<file path="config.mk">
export PLATFORM = sky130hd
export DESIGN_NAME = mut_front
export DESIGN_NICKNAME = d
export VERILOG_FILES = /design/src/sv/mut_pkg.sv /design/src/sv/mut_front.sv
export SDC_FILE = /design/constraint.sdc
export NUM_CORES = 1
export LEC_CHECK = 0
export BUFFER_PORTS_ARGS = -buffer_cell sky130_fd_sc_hd__buf_2
export CORE_MARGIN = 2
export CORE_UTILIZATION = 57
export CTS_CLUSTER_SIZE = 14
export DETAILED_ROUTE_END_ITERATION = 12
export PLACE_DENSITY_LB_ADDON = 0.08
export SYNTH_ARGS = -nofsm -noshare
export SYNTH_HDL_FRONTEND = slang
export SYNTH_SLANG_ARGS = --single-unit
</file>
<file path="constraint.sdc">
create_clock -name i_clk -period 24.4 [get_ports i_clk]
set_clock_uncertainty 0.1 [all_clocks]
set_input_delay 2.44 -clock i_clk [delete_from_list [all_inputs] [get_ports i_clk]]
set_output_delay 2.44 -clock i_clk [all_outputs]
set_load 0.01 [all_outputs]
</file>
<file path="src/sv/mut_pkg.sv">
// ----------------------------------------------------------------------------
// mut_pkg: shared types and constants of the Maurer universal test accumulator
// Widths of block patterns, block numbers and the log2 format, the event that
// travels from the front end to the back end, and the log2 fraction table.
// ----------------------------------------------------------------------------
package mut_pkg;

    // Field and register widths
    localparam int BYTE_BITS         = 8;
    localparam int BYTE_TOP          = 7;
    localparam int BYTE_IDX_W        = 3;
    localparam int LEFT_W            = $clog2(BYTE_BITS + 1);
    localparam int LEN_W             = 5;
    localparam int INIT_W            = 20;
    localparam int TEST_W            = 27;
    localparam int SUM_BITS          = 48;
    localparam int CFG_IDX_W         = 2;
    localparam int CFG_DATA_W        = 27;
    localparam int OUT_TDATA_W       = 80;

    // Block and index geometry
    localparam int MIN_BLOCK_BITS    = 6;
    localparam int MAX_BLOCK_BITS    = 16;
    localparam int SEEN_DEPTH        = 1 << MAX_BLOCK_BITS;
    localparam int INDEX_BITS        = 28;
    localparam int POS_W             = $clog2(INDEX_BITS);

    // Fixed-point log2 format
    localparam int LOG_FRACTION_BITS = 16;
    localparam int LOG_TABLE_BITS    = 10;
    localparam int LOG_TAB_SIZE      = 1 << LOG_TABLE_BITS;
    localparam int LOG_W             = POS_W + LOG_FRACTION_BITS;

    // Sequence tag kept with each last-seen entry
    localparam int EPOCH_BITS        = 8;

    // Configuration register indexes
    typedef enum logic [CFG_IDX_W-1:0] {
        REG_BLOCK_BITS  = 2'd0,
        REG_INIT_BLOCKS = 2'd1,
        REG_TEST_BLOCKS = 2'd2
    } t_cfg_reg;

    typedef logic [MAX_BLOCK_BITS-1:0] t_pattern;
    typedef logic [INDEX_BITS-1:0]     t_index;

    typedef struct packed {
        logic test;
        logic last;
        logic restart;
    } t_flags;

    typedef struct packed {
        t_pattern pat;
        t_index   cur;
        t_flags   flags;
    } t_event;

    typedef struct packed {
        logic [EPOCH_BITS-1:0] epoch;
        t_index                idx;
    } t_seen;

    typedef struct packed {
        logic [LEN_W-1:0]  len;
        logic [INIT_W-1:0] init;
        t_index            last_index;
    } t_run_cfg;

    // Fraction bits of log2(1 + i / LOG_TAB_SIZE) by repeated squaring in Q1.30.
    // Only ever evaluated with constant arguments while building the table.
    function automatic logic [LOG_FRACTION_BITS-1:0] frac_entry(input int unsigned i);
        logic [63:0]                  x;
        logic [LOG_FRACTION_BITS-1:0] r;
        logic                         b;
        x = 64'(LOG_TAB_SIZE + i) << (30 - LOG_TABLE_BITS);
        r = '0;
        for (int k = 0; k < LOG_FRACTION_BITS; k++) begin
            x = (x * x) >> 30;
            b = (x >= 64'h0000_0000_8000_0000);
            r = {r[LOG_FRACTION_BITS-2:0], b};
            if (b) begin
                x = x >> 1;
            end
        end
        return r;
    endfunction

endpackage

</file>
<file path="src/sv/mut_front.sv">
// ----------------------------------------------------------------------------
// mut_front: byte intake and block cutting
// Shifts bytes in most significant bit first, finds block boundaries, numbers
// the blocks and hands one event per completed block to the queue.
// ----------------------------------------------------------------------------
module mut_front import mut_pkg::*; (
    input  logic                 i_clk,
    input  logic                 i_rst_n,
    input  t_run_cfg             i_cfg,
    input  logic                 i_valid,
    output logic                 o_ready,
    input  logic [BYTE_BITS-1:0] i_byte,
    input  logic                 i_first,
    output logic                 o_push,
    output t_event               o_event,
    input  logic                 i_queue_ready
);

    logic                 r_busy;
    logic [BYTE_BITS-1:0] r_byte;
    logic [LEFT_W-1:0]    r_left;
    t_pattern             r_shift;
    logic [LEN_W-1:0]     r_cnt;
    t_index               r_idx;
    logic                 r_done;
    logic                 r_restart;

    t_pattern             mask;
    t_pattern             sh;
    t_pattern             nxt_sh;
    logic [LEN_W-1:0]     cn;
    logic [LEN_W-1:0]     nxt_cnt;
    logic                 found;
    logic                 stop;
    t_pattern             pat;
    logic [LEFT_W-1:0]    n_left;
    logic [BYTE_IDX_W-1:0] bidx;

    t_index               cur;
    logic                 ev_test;
    logic                 ev_last;
    logic                 live;
    logic                 want_push;
    logic                 step_ok;
    logic                 byte_done;
    logic                 accept;

    // Walk the bits still held of the current byte. The first completed block
    // is reported; a second one stops the walk just before its last bit so the
    // next pass over the byte picks it up.
    always_comb begin
        mask    = ~(t_pattern'('1) << i_cfg.len);
        sh      = r_shift;
        cn      = r_cnt;
        found   = 1'b0;
        stop    = 1'b0;
        pat     = '0;
        n_left  = '0;
        nxt_sh  = '0;
        nxt_cnt = '0;
        bidx    = '0;
        for (int i = 0; i < BYTE_BITS; i++) begin
            bidx = BYTE_IDX_W'(BYTE_TOP - i);
            if ({1'b0, bidx} < r_left && !stop) begin
                nxt_cnt = cn + 1'b1;
                nxt_sh  = {sh[MAX_BLOCK_BITS-2:0], r_byte[bidx]};
                if (nxt_cnt >= i_cfg.len) begin
                    if (found) begin
                        stop   = 1'b1;
                        n_left = LEFT_W'(bidx) + LEFT_W'(1);
                    end else begin
                        found = 1'b1;
                        pat   = nxt_sh & mask;
                        sh    = '0;
                        cn    = '0;
                    end
                end else begin
                    sh = nxt_sh;
                    cn = nxt_cnt;
                end
            end
        end
    end

    assign cur       = r_idx + 1'b1;
    assign ev_test   = cur > INDEX_BITS'(i_cfg.init);
    assign ev_last   = cur >= i_cfg.last_index;
    assign live      = r_busy && !r_done;
    assign want_push = live && found;
    assign step_ok   = r_busy && (!want_push || i_queue_ready);
    assign byte_done = r_done || !stop || ev_last;
    assign o_ready   = !r_busy || (step_ok && byte_done);
    assign accept    = i_valid && o_ready;

    assign o_push        = want_push && i_queue_ready;
    assign o_event.pat   = pat;
    assign o_event.cur   = cur;
    assign o_event.flags = '{test: ev_test, last: ev_last, restart: r_restart};

    always_ff @(posedge i_clk) begin
        if (!i_rst_n) begin
            r_busy    <= 1'b0;
            r_left    <= '0;
            r_shift   <= '0;
            r_cnt     <= '0;
            r_idx     <= '0;
            r_done    <= 1'b0;
            r_restart <= 1'b0;
        end else begin
            if (step_ok && live) begin
                r_shift <= sh;
                r_cnt   <= cn;
                r_left  <= n_left;
                if (found) begin
                    r_idx     <= cur;
                    r_done    <= ev_last;
                    r_restart <= 1'b0;
                end
            end
            if (step_ok && byte_done) begin
                r_busy <= 1'b0;
            end
            if (accept) begin
                r_busy <= 1'b1;
                r_left <= LEFT_W'(BYTE_BITS);
                if (i_first) begin
                    r_shift   <= '0;
                    r_cnt     <= '0;
                    r_idx     <= '0;
                    r_done    <= 1'b0;
                    r_restart <= 1'b1;
                end
            end
        end
    end

    always_ff @(posedge i_clk) begin
        if (accept) begin
            r_byte <= i_byte;
        end
    end

endmodule

</file>
==> impl_metrics.tcl, run 1 <==
set metrics [dict create \
    netlist_instances 1226 \
    async_reset_ff_frac 0 \
    slew_headroom 0.237 \
    synth-xor-area-share 0.0738 \
    synth_cell_types 84 \
    gp_congestion 1.03 \
    grt.overflow.total 0 \
    period_minus_slack_ps 23310 \
    layout.cells.non_filler 1544 \
    synthAdderAreaFrac 0.135 \
    wl_per_cell_um 19.4 \
    grt_max_degree 32 \
    grt_use_total 0.349 \
    hold_buffers 0 \
    die_h_um 130 \
    core-area_mm2 0.0153 \
    synth-edff-count 8 \
    ys.flop_type "dfxtp_1" \
    critical_path.max_stage_delay_ps 540 \
    routed_via_density 6.57 \
    synth_compound_area_frac 0.343 \
    start_kind "primary input" \
    antennaDiodeCount 0 \
    yosysWarnings 0 \
    regToRegStartpoint "r_cnt[0]" \
    status "complete, no violations" \
    clock_path_buffers 2 \
    grt_pass1_vias 8993 \
    die_area_mm2 0.0168 \
    io_buffer_count 114 \
    final-hold-violation-count 0 \
    drt-total-wl_mm 29.9 \
    syn-mean-instance-area_um2 7.36 \
    cts_sinks 63 \
    crit_start "i_cfg[51]" \
    slew_viol_final 0 \
    ios 115 \
    row_count 45 \
    num_vias 10100 \
    nets 1491 \
    cp_common_cell "ha_1" \
    post-route-drc-count 0 \
    final.period_utilization 0.955 \
    start_util 0.589 \
    yosys-mux-area-fraction 0.0329 \
    die_width_um 130 \
    critPathCaptureType "output pin" \
    firstDrtPassIters 8 \
    fmax_ghz 0.0429 \
    antenna_found_initial 0 \
    holdCritStartpoint "r_done" \
    cts_tree "built" \
    clk_pin_slew_ps 60 \
    drtAntennaViolNets 0 \
    worstPathMaxFanout 22 \
    synth-simple-area-share 0.206 \
    cp.required_ps 21860 \
    dp_cells 1525 \
    crit_arrival_ps 20770 \
    insertion_delay_ps 350 \
    drv_cap 0 \
    cpMaxStageDelayCell "a2111o_2" \
    drive_above_1_share 0.173 \
    grt_pass1_wl_mm 46.3 \
    worstMarginPinSlew_ps 1150 \
    synthesis.nets 1389 \
    htree_levels 3 \
    synth_top_family_by_area "compound AO/OA/AOI/OAI gates" \
    yosysSeqAreaShare 0.149 \
    synth_seq_cells 63 \
    hpwl_mm 23.1 \
    area_growth_pct 14.1 \
    netlist_area_mm2 0.00902 \
    cts-root-buf "clkbuf_16" \
    cts-buffers-inserted 9 \
    setup_viol 0 \
    hold_path.class "flip-flop to flip-flop" \
    critical_path_class "primary input to output pin" \
    drtIter0Drc 1231 \
    n_fill_cell 1397 \
]
==> area by class of cell <==
type                       count  area (um2)  share of cell area
clock inverter                 6        93.8             0.00912
clock buffer                  10         229              0.0223
sequential                    63        1340               0.130
inverter                      71         267              0.0259
timing repair buffer         156         886              0.0861
multi-input combinational   1027        7210               0.701
tap                          211         264              0.0257
==> worst max-delay path: cells and delay by family <==
kind | cells | cell delay (ps)
AOI/OAI and AO/OA | 37 | 7730
adders and majority gates | 13 | 3800
and+or+nand+nor | 21 | 3210
buffers and inverters | 10 | 2000
xor gates and xnor gates | 6 | 1000
muxes | 2 | 570
==> cells in the final DEF (no fill, tap or decap), drive strengths merged, types with 15 or more instances in the layout <==
| master | n |
|---|---|
| dfxtp | 55 |
| inv | 72 |
| mux2i | 19 |
| a21oi | 96 |
| xnor2 | 38 |
| nor3 | 32 |
| buf | 156 |
| a22oi | 32 |
| a211oi | 19 |
| o21ai | 63 |
| nand2 | 108 |
| nor2 | 127 |
| xor2 | 38 |
| nand3 | 36 |
| ha | 97 |
| o22ai | 23 |
| nand2b | 15 |
| nand4 | 19 |
| a22o | 35 |
| a21o | 34 |
| a221oi | 29 |
==> routing by layer <==
layer | track usage | routed length [um]
met2 | 0.532 | 12800
met4 | 0.140 | 1260
met3 | 0.0722 | 3220
met1 | 0.482 | 12600
met5 | 0 | 0
==> per-stage QoR <==
step	setup slack [ps]	hold WS, ps	area [um2]	utilization	TNS [ps]
final	1090	371	10300	0.672	0
after CTS	498	373	10200	0.667	0
after global placement	943	357	9890	0.646	0
after detailed placement	580	358	9890	0.646	0
after global routing	-32.3	388	10300	0.672	-32.3
after floorplan	2190	337	9020	-	0
==> worst paths after layout <==
kind	to	slack, ps	cells past startpoint
max	o_event[33]	1090	89
min	r_done	370	2
max reg2reg	r_cnt[1]	4290	87
min reg2reg	r_done	370	2
==> synthesized netlist by cell type, types with 14 or more instances <==
library cell / count / area share
nor2_1: 127 / 0.053
nand2_1: 107 / 0.045
ha_1: 97 / 0.13
a21oi_1: 91 / 0.050
inv_1: 68 / 0.028
dfxtp_1: 55 / 0.12
o21ai_0: 52 / 0.029
clkbuf_1: 47 / 0.020
xnor2_1: 38 / 0.037
xor2_1: 38 / 0.037
a22o_1: 35 / 0.034
nand3_1: 35 / 0.019
a21o_1: 34 / 0.028
a22oi_1: 32 / 0.027
nor3_1: 30 / 0.017
a221oi_1: 28 / 0.027
o22ai_1: 23 / 0.016
nand4_1: 19 / 0.013
mux2i_1: 18 / 0.020
a211oi_1: 17 / 0.014
nand2b_1: 14 / 0.0097
==> logic make-up (layout without fill, tap and decap cells) <==
| group | after synthesis | after routing |
|---|---|---|
| adders and majority gates | 97 | 97 |
| and+or+nand+nor | 397 | 397 |
| muxes | 27 | 27 |
| xor gates and xnor gates | 76 | 76 |
| AOI/OAI and AO/OA | 430 | 430 |
| buffers and inverters | 136 | 243 |
| DFF | 63 | 63 |
==> flip-flops by register name, indices dropped and copies added (netlist names) <==
name and flops:
r_cnt 5, r_done 1, r_idx 28, r_shift 15, r_byte 8, r_busy 1, r_left 4, r_restart 1
==> repair_timing <==
item                       CTS  global route
setup endpoints to repair    0            18
setup buffers                0             3
resized for setup            0            15
Power of run 1 is left out: the tool's default activity adds up to more than one toggle a clock period on the data nets, which glitch-free logic cannot reach.
==> run 2: changes to the inputs <==
--- a/config.mk
+++ b/config.mk
@@ -8,6 +8,7 @@
 export BUFFER_PORTS_ARGS = -buffer_cell sky130_fd_sc_hd__buf_2
 export CORE_MARGIN = 2
 export CORE_UTILIZATION = 57
+export CTS_BUF_LIST = sky130_fd_sc_hd__clkbuf_2 sky130_fd_sc_hd__clkbuf_4 sky130_fd_sc_hd__clkbuf_8
 export CTS_CLUSTER_SIZE = 14
 export DETAILED_ROUTE_END_ITERATION = 12
 export PLACE_DENSITY_LB_ADDON = 0.08
==> impl_metrics.tcl, run 2 (synthesis gave the netlist of run 1 again) <==
set metrics [dict create \
    hold_path.class "flip-flop to flip-flop" \
    drtAntennaViolNets 0 \
    grt_pass1_vias 9012 \
    regToRegStartpoint "r_cnt[0]" \
    wl_per_cell_um 19.4 \
    hpwl_mm 23.1 \
    critPathCaptureType "output pin" \
    final-hold-violation-count 0 \
    cp_common_cell "ha_1" \
    fin_ws_ps 1100 \
    io_buffer_count 114 \
    grt_use_total 0.350 \
    htree_levels 3 \
    core-area_mm2 0.0153 \
    cts-root-buf "clkbuf_8" \
    die_h_um 130 \
    grt_pass1_wl_mm 46.3 \
    cts_tree "built" \
    n_fill_cell 1412 \
    wl_met2_mm 12.8 \
    worstPathMaxFanout 22 \
    firstDrtPassIters 8 \
    largest_reg_flops 28 \
    drive_above_1_share 0.175 \
    top_layer_used "met4" \
    row_count 45 \
    die_area_mm2 0.0168 \
    pre_cts_ws_ps 580 \
    antennaDiodeCount 0 \
    nets 1492 \
    slew_viol_final 0 \
    grt.overflow.total 0 \
    cts_sinks 63 \
    rsz0062_at_grt "no" \
    grt_max_degree 32 \
    num_vias 10200 \
    post-route-drc-count 0 \
    hold_end "r_done" \
    antenna_found_initial 0 \
    clock_path_buffers 2 \
    drv_cap 0 \
    top_register "r_idx" \
    setup_viol 0 \
    crit_arrival_ps 20760 \
    insertion_delay_ps 400 \
    start_util 0.589 \
    period_minus_slack_ps 23300 \
    critical_path_class "primary input to output pin" \
    drt-total-wl_mm 30.0 \
    clk_pin_slew_ps 80 \
    rrSetupSlack_ps 4390 \
    cpMaxStageDelayCell "a2111o_2" \
    routed_via_density 6.63 \
    final.period_utilization 0.955 \
    fmax_ghz 0.0429 \
    worstMarginPinSlew_ps 1170 \
    cp.required_ps 21860 \
    ios 115 \
    start_kind "primary input" \
    postPlaceCellArea_mm2 0.00989 \
    r2r_end "r_cnt[1]" \
    drtIter0Drc 1220 \
    final_common_cell "nor2_1" \
    mostFrequentLayoutCells "126 x nor2_1, 114 x buf_2, 107 x nand2_1" \
    slew_headroom 0.213 \
    fin_tns_setup_ps 0 \
    holdCritStartpoint "r_done" \
    status "complete, no violations" \
    die_width_um 130 \
    cts-buffers-inserted 9 \
    wl_met1_mm 12.9 \
    area_growth_pct 13.1 \
    wl_met3_mm 3.00 \
    reg2reg_depth 84 \
    fin_area_mm2 0.0102 \
    critical_path.max_stage_delay_ps 540 \
    min_path_cells 2 \
    gp_congestion 1.03 \
    reg_top3 "r_idx x28, r_shift x15, r_byte x8" \
]
==> run 2: metrics by stage <==
step / hold slack (ps) / instances / utilization
after floorplan: 337 / 1226 / -
after global placement: 357 / 1525 / 0.646
after CTS: 377 / 1541 / 0.660
after detailed placement: 358 / 1525 / 0.646
final: 372 / 1545 / 0.666
after global routing: 393 / 1545 / 0.666
==> run 2: routing by layer <==
layer,up-vias,GRT usage
met3,108,0.0697
met2,578,0.527
li1,4822,-
met5,-,0
met4,0,0.156
met1,4728,0.484
==> run 2: what timing repair did <==
action,CTS,global route
setup buffers,0,4
resized for setup,0,15
endpoints found under the setup margin,0,18
hold buffers,0,0
==> run 2: cell type report <==
cell class,instances,area [um2],area share
timing repair buffer,157,893,0.0876
clock inverter,6,93.8,0.00920
tap,211,264,0.0259
multi-input combinational,1027,7210,0.707
sequential,63,1340,0.132
clock buffer,10,131,0.0129
inverter,71,267,0.0261
==> run 2: how the worst max path moves through the flow <==
| stage | start | endpoint | depth (start not counted) |
|---|---|---|---|
| detailed placement | i_cfg[48] | o_event[33] | 85 |
| CTS | i_cfg[48] | o_event[33] | 85 |
| floorplan | i_cfg[51] | o_event[43] | 88 |
| global route | i_cfg[51] | o_event[33] | 88 |
| finish | i_cfg[51] | o_event[33] | 88 |
| global placement | i_cfg[51] | o_event[33] | 84 |
==> run 2: worst max-delay path, delay by kind of cell <==
family,cells,cell delay (ps)
AO/OA/AOI/OAI,37,7910
XOR/XNOR,6,1010
adder cells (fa/ha/maj),13,3780
buffers and inverters,9,1760
multiplexers,2,560
AND/OR/NAND/NOR,21,3290
Power of run 2 is left out for the same reason.
