--- src/sv/mut_pkg.sv ---
// ----------------------------------------------------------------------------
// mut_pkg: shared types and constants of the Maurer universal test accumulator
// Widths of block patterns, block numbers and the log2 format, the event that
// travels from the front end to the back end, and the log2 fraction table.
// ----------------------------------------------------------------------------
package mut_pkg;

    // Field and register widths
    localparam int BYTE_BITS         = 8;
    localparam int BYTE_TOP          = 7;
    localparam int BYTE_IDX_W        = 3;
    localparam int LEFT_W            = $clog2(BYTE_BITS + 1);
    localparam int LEN_W             = 5;
    localparam int INIT_W            = 20;
    localparam int TEST_W            = 27;
    localparam int SUM_BITS          = 48;
    localparam int CFG_IDX_W         = 2;
    localparam int CFG_DATA_W        = 27;
    localparam int OUT_TDATA_W       = 80;

    // Block and index geometry
    localparam int MIN_BLOCK_BITS    = 6;
    localparam int MAX_BLOCK_BITS    = 16;
    localparam int SEEN_DEPTH        = 1 << MAX_BLOCK_BITS;
    localparam int INDEX_BITS        = 28;
    localparam int POS_W             = $clog2(INDEX_BITS);

    // Fixed-point log2 format
    localparam int LOG_FRACTION_BITS = 16;
    localparam int LOG_TABLE_BITS    = 10;
    localparam int LOG_TAB_SIZE      = 1 << LOG_TABLE_BITS;
    localparam int LOG_W             = POS_W + LOG_FRACTION_BITS;

    // Sequence tag kept with each last-seen entry
    localparam int EPOCH_BITS        = 8;

    // Configuration register indexes
    typedef enum logic [CFG_IDX_W-1:0] {
        REG_BLOCK_BITS  = 2'd0,
        REG_INIT_BLOCKS = 2'd1,
        REG_TEST_BLOCKS = 2'd2
    } t_cfg_reg;

    typedef logic [MAX_BLOCK_BITS-1:0] t_pattern;
    typedef logic [INDEX_BITS-1:0]     t_index;

    typedef struct packed {
        logic test;
        logic last;
        logic restart;
    } t_flags;

    typedef struct packed {
        t_pattern pat;
        t_index   cur;
        t_flags   flags;
    } t_event;

    typedef struct packed {
        logic [EPOCH_BITS-1:0] epoch;
        t_index                idx;
    } t_seen;

    typedef struct packed {
        logic [LEN_W-1:0]  len;
        logic [INIT_W-1:0] init;
        t_index            last_index;
    } t_run_cfg;

    // Fraction bits of log2(1 + i / LOG_TAB_SIZE) by repeated squaring in Q1.30.
    // Only ever evaluated with constant arguments while building the table.
    function automatic logic [LOG_FRACTION_BITS-1:0] frac_entry(input int unsigned i);
        logic [63:0]                  x;
        logic [LOG_FRACTION_BITS-1:0] r;
        logic                         b;
        x = 64'(LOG_TAB_SIZE + i) << (30 - LOG_TABLE_BITS);
        r = '0;
        for (int k = 0; k < LOG_FRACTION_BITS; k++) begin
            x = (x * x) >> 30;
            b = (x >= 64'h0000_0000_8000_0000);
            r = {r[LOG_FRACTION_BITS-2:0], b};
            if (b) begin
                x = x >> 1;
            end
        end
        return r;
    endfunction

endpackage

--- src/sv/mut_queue.sv ---
// ----------------------------------------------------------------------------
// mut_queue: block event queue
// Small first-in first-out buffer of block events between front and back end.
// ----------------------------------------------------------------------------
module mut_queue import mut_pkg::*; #(
    parameter int DEPTH = 4
) (
    input  logic   i_clk,
    input  logic   i_rst_n,
    input  logic   i_push,
    input  t_event i_data,
    output logic   o_ready,
    output logic   o_valid,
    output t_event o_data,
    input  logic   i_pop
);

    localparam int PTR_W = $clog2(DEPTH);
    localparam int CNT_W = $clog2(DEPTH + 1);

    t_event           r_mem [DEPTH];
    logic [PTR_W-1:0] r_wr_ptr;
    logic [PTR_W-1:0] r_rd_ptr;
    logic [CNT_W-1:0] r_count;
    logic             do_push;
    logic             do_pop;

    assign o_ready = r_count != CNT_W'(DEPTH);
    assign o_valid = r_count != '0;
    assign o_data  = r_mem[r_rd_ptr];
    assign do_push = i_push && o_ready;
    assign do_pop  = i_pop && o_valid;

    always_ff @(posedge i_clk) begin
        if (!i_rst_n) begin
            r_wr_ptr <= '0;
            r_rd_ptr <= '0;
            r_count  <= '0;
        end else begin
            if (do_push) begin
                r_wr_ptr <= (r_wr_ptr == PTR_W'(DEPTH - 1)) ? '0 : r_wr_ptr + 1'b1;
            end
            if (do_pop) begin
                r_rd_ptr <= (r_rd_ptr == PTR_W'(DEPTH - 1)) ? '0 : r_rd_ptr + 1'b1;
            end
            if (do_push && !do_pop) begin
                r_count <= r_count + 1'b1;
            end else if (do_pop && !do_push) begin
                r_count <= r_count - 1'b1;
            end
        end
    end

    always_ff @(posedge i_clk) begin
        if (do_push) begin
            r_mem[r_wr_ptr] <= i_data;
        end
    end

endmodule

--- config.mk ---
export PLATFORM = sky130hd
export DESIGN_NAME = mut_queue
export DESIGN_NICKNAME = d
export VERILOG_FILES = /design/src/sv/mut_pkg.sv /design/src/sv/mut_queue.sv
export SDC_FILE = /design/constraint.sdc
export NUM_CORES = 1
export LEC_CHECK = 0
export ABC_AREA = 1
export BUFFER_PORTS_ARGS = -buffer_cell sky130_fd_sc_hd__buf_2
export CAP_MARGIN = 30
export CORE_MARGIN = 2
export CORE_UTILIZATION = 50
export CTS_CLUSTER_DIAMETER = 40
export DETAILED_ROUTE_END_ITERATION = 10
export HOLD_SLACK_MARGIN = 0.05
export PLACE_DENSITY = 0.7
export SLEW_MARGIN = 25
export SYNTH_ARGS = -nofsm -noshare
export SYNTH_HDL_FRONTEND = slang
export SYNTH_SLANG_ARGS = --single-unit
export TNS_END_PERCENT = 1
--- constraint.sdc ---
create_clock -name i_clk -period 4.95 [get_ports i_clk]
set_input_delay 1.485 -clock i_clk [delete_from_list [all_inputs] [get_ports i_clk]]
set_output_delay 1.485 -clock i_clk [all_outputs]
set_load 0.02 [all_outputs]
==> impl_metrics.env, run 1 <==
export IMPL_final_setup_worst_slack_ns=1.033
export IMPL_ys_top_cells_by_area="edfxtp_1 (72%), o21ai_0 (5.3%), o22ai_2 (4.3%)"
export IMPL_core_region_area_um2=15310
export IMPL_dieArea_um2=16760
export IMPL_required_ns=3.46
export IMPL_synthToLayoutAreaGrowth_pct=16.18
export IMPL_synth_cells=525
export IMPL_wl_per_cell_um=17.58
export IMPL_synth_edf_count=188
export IMPL_drive_gt1_frac=0.3239
export IMPL_layout_nets=684
export IMPL_synth_top_cell_by_area="edfxtp_1"
export IMPL_drt_vias_per_instance=5.315
export IMPL_cts_setup_buffers=0
export IMPL_clock_sinks=197
export IMPL_hold_class="flop to flop"
export IMPL_outcome="completed"
export IMPL_path_class="flop to primary output"
export IMPL_maxCapViolations=0
export IMPL_die_w_um=129.5
export IMPL_switching_power_mw=1.751
export IMPL_drc=0
export IMPL_finalWirelength_mm=14.94
export IMPL_cts_hold_buf=0
export IMPL_ys_top_cells_by_count="edfxtp_1 (188), o21ai_0 (83), nor2_1 (82), nor2_4 (27), o22ai_2 (27)"
export IMPL_insertion_delay_ns=0.43
export IMPL_via_count=4518
export IMPL_r2r_cells=5
export IMPL_critPathTopFamily="buffers and inverters"
export IMPL_synth_warnings=0
export IMPL_clockBufferDepth=2
export IMPL_yosysMostFrequentCell="edfxtp_1"
export IMPL_grt_setup_unrepaired="false"
export IMPL_pwr_share_clk=0.263
export IMPL_first_pass_iters=5
export IMPL_r2r_end="r_mem[2][16]"
export IMPL_r2r_start="r_count[1]"
export IMPL_clkTransAtPathRegs_ns=0.07
export IMPL_cts_tree="built"
export IMPL_fmax_ghz=0.2553
export IMPL_whs_ns=0.5287
export IMPL_fin_area_um2=9145
export IMPL_tns_ns=0
export IMPL_cts_root_buf="clkbuf_16"
export IMPL_hpwlAfterDp_mm=8.888
export IMPL_holdPathStages=2
export IMPL_antenna_found_initial=1
export IMPL_gp_congestion=0.7761
export IMPL_drtIter0Drc=321
export IMPL_p_comb_frac=0.318
export IMPL_ys_seq_area_frac=0.7401
export IMPL_finalHoldViolations=0
export IMPL_finalMaxSlewViolations=0
export IMPL_syn_nets=583
export IMPL_end_kind="primary output"
export IMPL_grt_usage=0.1868
export IMPL_rows=45
export IMPL_r2r_slack_ns=2.56
export IMPL_irDropWorstVdd_mv=0.2842
export IMPL_worstSetupStartpointType="flop"
export IMPL_htreeDepth=4
export IMPL_seqPwrFrac=0.419
export IMPL_power_density_nw_per_um2=544.8
export IMPL_grt_max_degree=95
export IMPL_grt_pass1_wl_mm=23.03
export IMPL_swShare=0.3514
export IMPL_antenna_left=0
export IMPL_overflow=0
export IMPL_tightest_slew_ns=0.9135
export IMPL_setup_viol=0
export IMPL_p_int_mw=3.231
export IMPL_relSlewSlack=0.3910
export IMPL_cp_num_cells=5
export IMPL_crit_chain="buf_4 > inv_2 > o21ai_0 > o22ai_2 > buf_2"
export IMPL_finClkSkew_ns=0.02020
export IMPL_crit_slowest_cell="inv_2"
export IMPL_synth_top_area_frac=0.7172
export IMPL_cp_num_buf_inv=3
export IMPL_placed_cell_area_um2=8573
export IMPL_synthFlopType="edfxtp_1"
export IMPL_pre_cts_ws_ns=1.461
export IMPL_n_antenna_cell=0
export IMPL_async_flop_share=0
export IMPL_cellLeakagePower_nw=3.202
export IMPL_ys_ff_latch=197
export IMPL_path_max_fanout=48
export IMPL_cp_slowest_stage_delay_ns=0.73
export IMPL_synth_cell_type_count=23
export IMPL_crit_arrival_ns=2.43
export IMPL_synth_area_um2=7871
export IMPL_port_buffers=99
export IMPL_die_height_um=129.5
export IMPL_avgSynthCellArea_um2=14.99
export IMPL_cts_buffers=17
export IMPL_period_minus_slack_ns=3.917
export IMPL_endpoint="o_data[38]"
export IMPL_start_util=0.5140
export IMPL_grt_pass1_vias=4496
export IMPL_fin_crit_sh=0.7913
export IMPL_ctsResizeCount=0
export IMPL_num_io_pins=100
worst min path at each step:
stage	startpoint	to
2_1_floorplan	r_count[0]	r_count[0]
3_3_place_gp	r_count[0]	r_count[0]
3_5_place_dp	r_count[0]	r_count[0]
4_1_cts	r_count[0]	r_count[0]
5_1_grt	r_count[0]	r_count[0]
6_report	r_count[0]	r_count[0]
cell families after synthesis:
group	share of synthesized area
fa+ha+maj	0.01208
buf+inv	0.03672
compound gates	0.1232
flops	0.7401
simple gates	0.08790
power groups by stage:
stage                     clock network [mW]  logic (mW)  registers (mW)
after CTS                               1.33        1.60            2.09
after detailed placement                   0        1.60            2.12
after global placement                     0        1.54            2.12
final                                   1.31        1.58            2.09
after floorplan                            0        1.14            2.12
after global routing                    1.41        1.73            2.10
metal layers:
layer  up-vias  wire [um]  GRT usage
li1       2147          -          -
met1      2232       6315     0.2348
met2       116       7582     0.3077
met3        21        795    0.04872
met4         2        244    0.08349
met5         -          7          0
cell type report:
class,count,area (um^2)
Tap cell,211,264.0
Fill cell,1186,6170
Multi-Input combinational cell,281,1787
Clock inverter,15,146.4
Timing Repair Buffer,112,625.6
Inverter,17,66.31
Clock buffer,17,425.4
Sequential cell,197,5831
metrics by stage:
step,cells,utilization,total power [mW]
floorplan,525,-,3.265
global placement,816,0.5567,3.664
detailed placement,818,0.5598,3.721
CTS,850,0.5971,5.021
global route,850,0.5971,5.239
finish,850,0.5971,4.982
worst register-to-register path, cell delays in order (launching register included):
cell and delay (ns):
dfxtp_1 0.39, nor2_1 0.09, nand2_1 0.17, nand2_1 0.28
nor2_4 0.78, buf_4 0.38
state kept, by name, summed over array words and instances, names as in the netlist, named ones only:
name and count:
r_mem 188, r_count 3, r_rd_ptr 2, r_wr_ptr 2
cells in the final DEF, fill, tap and decap left out, drive strengths merged, types with 3 or more instances in the layout:
cell type | Yosys | routed
a21oi | 3 | 3
buf | 20 | 112
clkbuf | 10 | 17
clkinv | 0 | 5
dfxtp | 9 | 9
edfxtp | 188 | 188
ha | 6 | 6
inv | 17 | 25
nand2 | 15 | 15
nor2 | 109 | 109
o21ai | 96 | 96
o22ai | 47 | 47
(Power assumes the default switching activity.)
==> run 2, diff against run 1 <==
==> constraint.sdc (replaced) <==
create_clock -name i_clk -period 3.9 [get_ports i_clk]
set_input_delay 1.17 -clock i_clk [delete_from_list [all_inputs] [get_ports i_clk]]
set_output_delay 1.17 -clock i_clk [all_outputs]
set_load 0.02 [all_outputs]
==> impl_metrics.env, run 2 (synthesis results as in run 1) <==
export IMPL_outcome="completed"
export IMPL_die_w_um=129.5
export IMPL_core_region_area_um2=15310
export IMPL_maxCapViolations=0
export IMPL_rows=45
export IMPL_layout_nets=679
export IMPL_clkTransAtPathRegs_ns=0.06
export IMPL_whs_ns=0.5270
export IMPL_grt_usage=0.1848
export IMPL_drive_gt1_frac=0.3155
export IMPL_insertion_delay_ns=0.43
export IMPL_power_total_mw=6.374
export IMPL_synthToLayoutAreaGrowth_pct=16.15
export IMPL_r2r_start="r_count[1]"
export IMPL_finalMaxSlewViolations=0
export IMPL_cts_tree="built"
export IMPL_via_count=4477
export IMPL_die_height_um=129.5
export IMPL_regMostFlops="r_mem"
export IMPL_hp_start="r_rd_ptr[1]"
export IMPL_drt_vias_per_instance=5.298
export IMPL_final_setup_worst_slack_ns=0.5613
export IMPL_finalWirelength_mm=14.74
export IMPL_crit_arrival_ns=2.17
export IMPL_swShare=0.3389
export IMPL_start_util=0.5140
export IMPL_pre_cts_ws_ns=0.9831
export IMPL_pwr_share_clk=0.270
export IMPL_largest_register_ffs=188
export IMPL_clock_sinks=197
export IMPL_port_buffers=99
export IMPL_switching_power_mw=2.160
export IMPL_overflow=0
export IMPL_cts_root_buf="clkbuf_16"
export IMPL_fmax_ghz=0.2995
export IMPL_relSlewSlack=0.4069
export IMPL_cts_hold_buf=0
export IMPL_n_antenna_cell=0
export IMPL_worstSetupStartpointType="flop"
export IMPL_grt_setup_unrepaired="false"
export IMPL_power_density_nw_per_um2=697.1
export IMPL_r2r_slack_ns=1.63
export IMPL_path_class="flop to primary output"
export IMPL_final_util=0.5970
export IMPL_mostFrequentLayoutCells="edfxtp_1 (188), buf_2 (99), o21ai_0 (83), nor2_1 (78), nor2_4 (31)"
export IMPL_path_max_fanout=94
export IMPL_n_fill_cell=1188
export IMPL_end_kind="primary output"
export IMPL_antenna_found_initial=1
export IMPL_p_comb_frac=0.313
export IMPL_reg_top3="r_mem: 188 flops, r_count: 3 flops"
export IMPL_required_ns=2.73
export IMPL_grt_pass1_wl_mm=22.68
export IMPL_dieArea_um2=16760
export IMPL_finClkSkew_ns=0.009515
export IMPL_irDropWorstVdd_mv=0.4252
export IMPL_gp_congestion=0.7383
export IMPL_drc=0
export IMPL_first_pass_iters=4
export IMPL_period_minus_slack_ns=3.339
export IMPL_p_int_mw=4.214
export IMPL_hpwlAfterDp_mm=8.447
export IMPL_num_io_pins=100
export IMPL_layout_commonest_cell="edfxtp_1"
export IMPL_grt_pass1_vias=4451
export IMPL_finalHoldViolations=0
export IMPL_fin_crit_sh=0.8561
export IMPL_tightest_slew_ns=0.8884
export IMPL_clockBufferDepth=2
export IMPL_drtIter0Drc=318
export IMPL_cts_setup_buffers=0
export IMPL_tns_ns=0
export IMPL_htreeDepth=4
export IMPL_cellLeakagePower_nw=3.183
export IMPL_setup_viol=0
export IMPL_wl_per_cell_um=17.44
export IMPL_grt_max_degree=95
export IMPL_seqPwrFrac=0.416
export IMPL_antenna_left=0
export IMPL_hold_class="flop to flop"
export IMPL_ctsResizeCount=0
export IMPL_cts_buffers=17
[run 2: final cells by class]
cell class | count | area, um^2 | share of cell area
sequential | 197 | 5831 | 0.6377
multi-input combinational | 281 | 1787 | 0.1954
timing repair buffer | 107 | 605.6 | 0.06624
clock buffer | 20 | 436.7 | 0.04776
tap | 211 | 264.0 | 0.02888
clock inverter | 12 | 152.6 | 0.01670
inverter | 17 | 66.31 | 0.007253
[run 2: power groups by stage]
stage | sequential (mW) | clock [mW] | combinational, mW
2_1_floorplan | 2.70 | 0 | 1.45
3_5_place_dp | 2.70 | 0 | 2.03
6_report | 2.65 | 1.72 | 2.00
4_1_cts | 2.66 | 1.75 | 2.03
5_1_grt | 2.67 | 1.84 | 2.19
3_3_place_gp | 2.69 | 0 | 1.98
[run 2: critical path, cell delays in order (launching register included)]
cell     delay, ns
dfxtp_4       0.36
buf_4         0.69
o21ai_0       0.20
o22ai_1       0.27
buf_2         0.22
[run 2: final timing paths]
path / endpoint / depth (start not counted)
setup / recovery: o_data[11] / 4
hold / removal: flop / 4
setup reg to reg: r_mem[3][11] / 5
hold reg to reg: flop / 4
[run 2: per-stage QoR]
step,cells,area [um^2]
floorplan,525,7871
global placement,813,8553
detailed placement,813,8553
CTS,845,9143
global route,845,9143
finish,845,9143
[run 2: metal layers]
metal  part of all wire  up-vias  GRT usage
li1                   -     2141          -
met1               0.39     2202     0.2145
met2               0.53      118     0.3198
met3              0.065       14    0.05822
met4              0.013        2    0.07653
met5            0.00047        -          0
==> run 3, diff against run 2 <==
--- a/config.mk
+++ b/config.mk
@@ -8,12 +8,14 @@
 export ABC_AREA = 1
 export BUFFER_PORTS_ARGS = -buffer_cell sky130_fd_sc_hd__buf_2
 export CAP_MARGIN = 30
+export CELL_PAD_IN_SITES_DETAIL_PLACEMENT = 1
+export CELL_PAD_IN_SITES_GLOBAL_PLACEMENT = 1
 export CORE_MARGIN = 2
-export CORE_UTILIZATION = 50
+export CORE_UTILIZATION = 48
 export CTS_CLUSTER_DIAMETER = 40
 export DETAILED_ROUTE_END_ITERATION = 10
 export HOLD_SLACK_MARGIN = 0.05
-export PLACE_DENSITY = 0.7
+export PLACE_DENSITY_LB_ADDON = 0.1
 export SLEW_MARGIN = 25
 export SYNTH_ARGS = -nofsm -noshare
 export SYNTH_HDL_FRONTEND = slang
==> impl_metrics.env, run 3 (synthesis results as in run 1) <==
export IMPL_seqCellArea_um2=5831
export IMPL_switching_power_mw=2.211
export IMPL_regMostFlops="r_mem"
export IMPL_dr_wl_met2_mm=8.906
export IMPL_overflow=0
export IMPL_final_cells=858
export IMPL_grt_pass1_vias=4919
export IMPL_outcome="completed"
export IMPL_fmax_ghz=0.2855
export IMPL_met1Wirelength_mm=7.383
export IMPL_rows=46
export IMPL_ctsResizeCount=0
export IMPL_reg_top3="r_mem: 188 flops, r_count: 3 flops"
export IMPL_grt_setup_unrepaired="false"
export IMPL_core_region_area_um2=15940
export IMPL_dpl_cell_count=824
export IMPL_clockBufferDepth=2
export IMPL_via_count=4603
export IMPL_num_io_pins=100
export IMPL_n_fill_cell=1560
export IMPL_cts_setup_buffers=0
export IMPL_cp_num_buf_inv=2
export IMPL_largest_register_ffs=188
export IMPL_cts_buffers=17
export IMPL_die_height_um=132.1
export IMPL_drc=0
export IMPL_antenna_left=0
export IMPL_swShare=0.3318
export IMPL_die_w_um=132.1
export IMPL_maxCapViolations=0
export IMPL_required_ns=2.73
export IMPL_wl_met3_um=774
export IMPL_worstSetupStartpointType="flop"
export IMPL_synthToLayoutAreaGrowth_pct=17.47
export IMPL_finalMaxSlewViolations=0
export IMPL_finalHoldViolations=0
export IMPL_crit_slowest_cell="dfxtp_4"
export IMPL_grt_usage=0.2051
export IMPL_finalWirelength_mm=17.28
export IMPL_crit_chain="buf_4 > o21ai_0 > o22ai_2 > buf_2"
export IMPL_layout_nets=685
export IMPL_setup_viol=0
export IMPL_path_max_fanout=58
export IMPL_layout_commonest_cell="edfxtp_1"
export IMPL_gp_congestion=0.7224
export IMPL_seqPwrFrac=0.404
export IMPL_cts_tree="built"
export IMPL_drtIter0Drc=265
export IMPL_clock_sinks=197
export IMPL_grt_max_degree=59
export IMPL_critPathTopFamily="buffers and inverters"
export IMPL_relSlewSlack=0.6169
export IMPL_hold_class="flop to flop"
export IMPL_mostFrequentLayoutCells="edfxtp_1 (188), buf_2 (99), o21ai_0 (83), nor2_1 (78), nor2_4 (31)"
export IMPL_clkTransAtPathRegs_ns=0.07
export IMPL_antenna_found_initial=3
export IMPL_insertion_delay_ns=0.42
export IMPL_finClkSkew_ns=0.008754
export IMPL_cts_hold_buf=0
export IMPL_end_kind="primary output"
export IMPL_drt_vias_per_instance=5.365
export IMPL_cellLeakagePower_nw=3.257
export IMPL_pwr_share_clk=0.295
export IMPL_cp_slowest_stage_delay_ns=0.61
export IMPL_routed_top_layer="met5"
export IMPL_port_buffers=99
export IMPL_grt_pass1_wl_mm=27.16
export IMPL_tns_ns=0
export IMPL_dieArea_um2=17440
export IMPL_fin_crit_sh=0.8980
export IMPL_multi_input_area_um2=1787
export IMPL_tightest_slew_ns=0.5747
export IMPL_final_util=0.5800
export IMPL_p_comb_frac=0.301
export IMPL_wl_per_cell_um=20.14
export IMPL_htreeDepth=4
export IMPL_first_pass_iters=4
export IMPL_hpwlAfterDp_mm=10.32
export IMPL_p_int_mw=4.454
export IMPL_path_class="flop to primary output"
export IMPL_period_minus_slack_ns=3.502
export IMPL_power_density_nw_per_um2=720.8
export IMPL_crit_arrival_ns=2.33
export IMPL_cts_root_buf="clkbuf_16"
export IMPL_drive_gt1_frac=0.3250
export IMPL_start_util=0.4937
export IMPL_irDropWorstVdd_mv=0.4261
[run 3: layout make-up]
type                    count  share of cell area
flip-flops and latches    197              0.6306
multi-input cells         281              0.1932
repair buffers            113             0.06631
clock buffers              22             0.05129
well taps                 216             0.02923
clock inverters            10             0.02165
inverters                  17            0.007172
diodes                      2           0.0005413
[run 3: worst paths after layout]
kind | startpoint | to | slack [ns] | cells past startpoint
setup / recovery | flop | o_data[0] | 0.40 | 4
hold / removal | r_count[1] | r_count[1] | 0.54 | 2
setup reg to reg | r_count[1] | r_count[1] | 1.58 | 9
hold reg to reg | r_count[1] | r_count[1] | 0.54 | 2
[run 3: per-stage QoR]
step                      area [um^2]  hold WS, ns  setup WS, ns  total power, mW
after floorplan                  7871       0.4801        0.1792            4.144
after global placement           8567       0.4931        0.9337            4.696
after detailed placement         8567       0.5246        0.8962            4.761
after CTS                        9241       0.5441        0.3646            6.743
after global routing             9241       0.5795        0.2480            6.978
final                            9246       0.5412        0.3978            6.665
[run 3: per-layer routing]
metal | up-vias | global-route usage
met5 | - | 0
met4 | 2 | 0.06703
met3 | 21 | 0.05690
met2 | 91 | 0.3507
met1 | 2349 | 0.2532
li1 | 2140 | -
[run 3: power groups by stage]
stage               logic, mW  registers, mW  clock network (mW)
global placement         1.97           2.73                   0
global route             2.19           2.72                2.07
detailed placement       2.02           2.74                   0
CTS                      2.04           2.70                2.00
finish                   2.01           2.70                1.96
floorplan                1.45           2.70                   0
[run 3: tightest hold or removal path, stage by stage, from the launching register on]
cell	delay, ns
dfxtp_1	0.34
nor2_1	0.11
nor2_1	0.05
